$ cat config.mk
export PLATFORM = sky130hd
export DESIGN_NAME = act_ram
export DESIGN_NICKNAME = d
export VERILOG_FILES = /design/src/hw/rtl/act_ram.sv
export SDC_FILE = /design/constraint.sdc
export NUM_CORES = 1
export LEC_CHECK = 0
export ABC_AREA = 0
export ABC_CLOCK_PERIOD_IN_PS = 2100
export BUFFER_PORTS_ARGS = -buffer_cell sky130_fd_sc_hd__buf_4
export CORE_MARGIN = 2
export CORE_UTILIZATION = 60
export CTS_CLUSTER_SIZE = 20
export DETAILED_ROUTE_END_ITERATION = 7
export GPL_TIMING_DRIVEN = 0
export PLACE_DENSITY_LB_ADDON = 0.08
export SYNTH_ARGS = -nofsm -noshare
export SYNTH_HDL_FRONTEND = slang
export SYNTH_SLANG_ARGS = --single-unit
$ cat constraint.sdc
create_clock -name clk -period 2.1 [get_ports clk]
set_clock_uncertainty 0.1 [all_clocks]
set_input_delay 0.21 -clock clk [delete_from_list [all_inputs] [get_ports clk]]
set_output_delay 0.21 -clock clk [all_outputs]
set_load 0.02 [all_outputs]
$ cat src/hw/rtl/act_ram.sv
// act_ram: generic single-write, single-read synchronous ram
// read data registered; holds when no read is issued
// no dependencies
module act_ram #(
  parameter int WIDTH = 8,
  parameter int DEPTH = 16
) (
  input  logic                     clk,
  input  logic                     we,
  input  logic [$clog2(DEPTH)-1:0] waddr,
  input  logic [WIDTH-1:0]         wdata,
  input  logic                     re,
  input  logic [$clog2(DEPTH)-1:0] raddr,
  output logic [WIDTH-1:0]         rdata
);

  logic [WIDTH-1:0] mem [DEPTH];

  always_ff @(posedge clk) begin
    if (we) begin
      mem[waddr] <= wdata;
    end
    if (re) begin
      rdata <= mem[raddr];
    end
  end

endmodule

-- Word level (Yosys, flattened, before mapping)
Memories as Yosys holds them, arrays and structs flattened. A register that Yosys moved wholly into a read port is not among the register bits.
Index checks and enable logic that the tools add are counted.
- multiplexer cells: 2
- operators with widths (operator ; count):
    $mux W1 ; 2
- flip-flop bits (word level): 0
- memory bits (writable): 128
- output and inout bits: 8
- word-level logic and storage cells: 3
- memories kept: 1
- memory list (memory ; words ; width ; rd ports ; clocked after memory_dff ; write ports ; RTL line ; RTL):
    mem ; 16 ; 8 ; 1 ; 1 ; 1 ; 17 ; logic [WIDTH-1:0] mem [DEPTH];

-- Depth between registers and ports, before layout
- depth in word-level cells: 2
- mapped depth: 5

-- Worst setup path before layout
Ideal clock, no wire load.
- path type: input to register
- start point: input port waddr[2]
- end point: memory mem[0][0], enable pin
- library setup time: 0.383 ns
- data arrival time: 1.320 ns
- slack: 0.297 ns
- cell stages on the path: 2
- buffers on the path: 0
- cells stage by stage: or3b_2 -> nor3_1
- RTL lines (what ; RTL line ; RTL):
    from (decl) ; 10 ; input logic [$clog2(DEPTH)-1:0] waddr,
    to (decl) ; 17 ;
Straight into the memory's write port.

==> results.py <==
metrics = {
    "drt": {
        "avgRoutedWirePerCell_um": 24.8,
        "vias_per_cell": 6.17,
        "postRouteAntennaNets": 0,
        "dr.pass1.iters": 5,
        "dr.first_iter.drc_count": 259,
        "num_vias": 2488,
        "post-route-drc-count": 0,
        "drt-total-wl_um": 9980,
    },
    "sta": {
        "rsz0062_at_grt": "no",
        "drv_slew": 0,
        "fin_crit_sh_pct": 78.5,
        "period_needed_ps": 1650,
        "timing.fmax_mhz": 607,
        "setup_viol": 0,
        "slew_headroom_pct": 15.6,
        "worstMarginPinSlew_ps": 1260,
        "final_hold_viol_count": 0,
    },
    "worst_setup_path": {
        "crit_end": "rdata[2]",
        "cp-end-kind": "register",
        "r2r_slack_ps": 450,
        "crit_path_start": "mem[4][2]",
        "start_kind": "register",
        "reg2reg_from": "mem[4][2]",
        "required_ps": 2260,
        "r2r_end": "rdata[2]",
        "crit_fanout": 1,
        "crit_type": "register to register",
        "worst_ep_arrival_time_ps": 1810,
        "reg2regPathDepth": 3,
    },
    "clock_tree": {
        "htreeDepth": 4,
        "cts_buffers": 17,
        "root_buffer": "clkbuf_8",
        "cts_sinks": 136,
        "clk_pin_slew_worst_paths_ps": 60,
        "cts_tree": "built",
        "post-cts-setup-buffer-count": 0,
        "clk_path_buf_depth": 2,
        "clk_latency_ps": 510,
    },
    "grt": {
        "grt_pass1_wl_um": 15000,
        "antenna_found_initial": 0,
        "grt_usage_pct": 22.7,
        "use_met2_pct": 35.0,
        "use_met3_pct": 4.82,
        "grt-ovfl-total": 0,
        "grt_pass1_vias": 2472,
        "grt_max_degree": 17,
        "busiest_layer": "met2",
        "gr-usage-met1_pct": 33.8,
    },
    "cells_and_area": {
        "multiInputGateArea_mm2": 0.00106,
        "mostFrequentLayoutCells": "edfxtp_1, buf_4, mux4_2, a22oi_1, clkbuf_16",
        "fin_util_pct": 73.2,
        "nets": 301,
        "ff_latch_area_mm2": 0.00408,
        "final.fill_count": 494,
        "layout-drive-gt1-share_pct": 28.5,
        "layout_commonest_cell": "edfxtp_1",
        "antenna_cells": 0,
        "area_delta_synth_final_pct": 20.4,
        "fin_cells": 403,
    },
    "synthesis": {
        "synth.area.top_cells": "edfxtp_1, mux4_2, mux4_1, a22oi_1, nor2_1",
        "synthDominantCellAreaShare_pct": 78.1,
        "synth-seq-cells": 136,
        "yosys_warnings": 0,
        "syn_nets": 248,
        "synth.distinct_cells": 18,
        "syn_area_mm2": 0.00523,
        "avgSynthCellArea_um2": 22.8,
        "synth_area_leader_cell": "edfxtp_1",
        "syn_inst": 229,
        "ys_seq_area_share_pct": 78.1,
    },
    "min_path": {
        "hp-start": "waddr[1]",
        "worstHoldPathType": "primary input to register",
    },
    "place": {
        "dp_cells": 362,
        "dp_hpwl_um": 5920,
        "place.gp.congestion": 0.697,
        "io_buffers": 25,
    },
    "die": {
        "die-width_um": 97.3,
        "die_h_um": 97.3,
        "core_mm2": 0.00859,
        "start_util_pct": 60.8,
        "fp-row-count": 34,
        "num_io_pins": 27,
        "dieArea_mm2": 0.00948,
    },
    "power_and_ir_drop": {
        "irDropWorstVdd_uv": 654,
        "cellLeakagePower_uw": 0.00212,
        "pwr_density_cell_mw_per_mm2": 1050,
    },
    "flow_run": {
        "max_cap_viol_count": 0,
    },
    "status": {
        "outcome": "finished clean",
    },
}
[area by class of cell]
| type | count | share of cell area, % |
|---|---|---|
| buffer | 10 | 1.37 |
| clock buffer | 19 | 6.70 |
| clock inverter | 13 | 3.60 |
| multi-input combinational | 83 | 16.9 |
| sequential | 136 | 64.9 |
| tap | 108 | 2.15 |
| timing repair buffer | 34 | 4.41 |
[repair_timing]
item / in CTS / in global routing
endpoints found under the hold margin: 136 / 0
hold buffers: 9 / 0
gates resized for setup: 0 / 0
[where the power goes]
part | internal, uW | switching, uW | leakage, uW
registers | 3060 | 14.2 | 0.00124
clock network | 2160 | 1050 | 0.000309
logic | 146 | 186 | 0.000577
[worst max-delay path: stages, from the launching register on]
cell and delay [ps]:
edfxtp_1 360, mux4_1 580, a22oi_1 270, nand2_1 80
[sequential cells by signal (all words and copies together) (netlist names)]
register and flops:
mem 128, rdata 8
[stage by stage]
step                      instance area (um2)  hold slack [ps]  power, uW  TNS [ps]  setup slack (ps)
final                                    6290             56.2       6620         0               452
after floorplan                          5230              209       3300         0               297
after global routing                     6290             55.6       6800         0               405
after CTS                                6290              127       6650         0               209
after global placement                   5550              392       3440     -2420              -303
after detailed placement                 5550              399       3450     -2710              -339
[cells in the mapped netlist]
master / instances
or3b_2: 1
and2_1: 1
nand3b_1: 2
nor2_1: 13
and2b_1: 1
nor2b_1: 1
a22oi_1: 16
mux4_1: 14
buf_6: 3
mux4_2: 18
nand3_1: 1
nand2b_1: 2
nand2_1: 9
buf_4: 1
edfxtp_1: 136
nor3_1: 4
clkdlybuf4s25_2: 3
buf_2: 3
[per-layer routing]
layer | wire, um | vias to the layer above
li1 | - | 1091
met4 | 38 | 0
met1 | 4330 | 1282
met3 | 609 | 5
met5 | 0 | -
met2 | 5000 | 110
[cell families after synthesis]
| group | after synthesis | share of synthesized area, % |
|---|---|---|
| flops | 136 | 78.1 |
| simple gates | 35 | 3.14 |
| mux | 32 | 14.8 |
| compound gates | 16 | 2.30 |
| buf+inv | 10 | 1.65 |
[how the worst min path moves through the flow]
stage | to | slack [ps] | cells after the start
after global routing | mem[0][7] | 60 | 2
after floorplan | mem[0][0] | 210 | 0
final | mem[0][4] | 60 | 2
after CTS | mem[4][2] | 130 | 2
after detailed placement | rdata[3] | 400 | 1
after global placement | rdata[1] | 390 | 1
No activity file was read; power rests on OpenSTA's default activity.
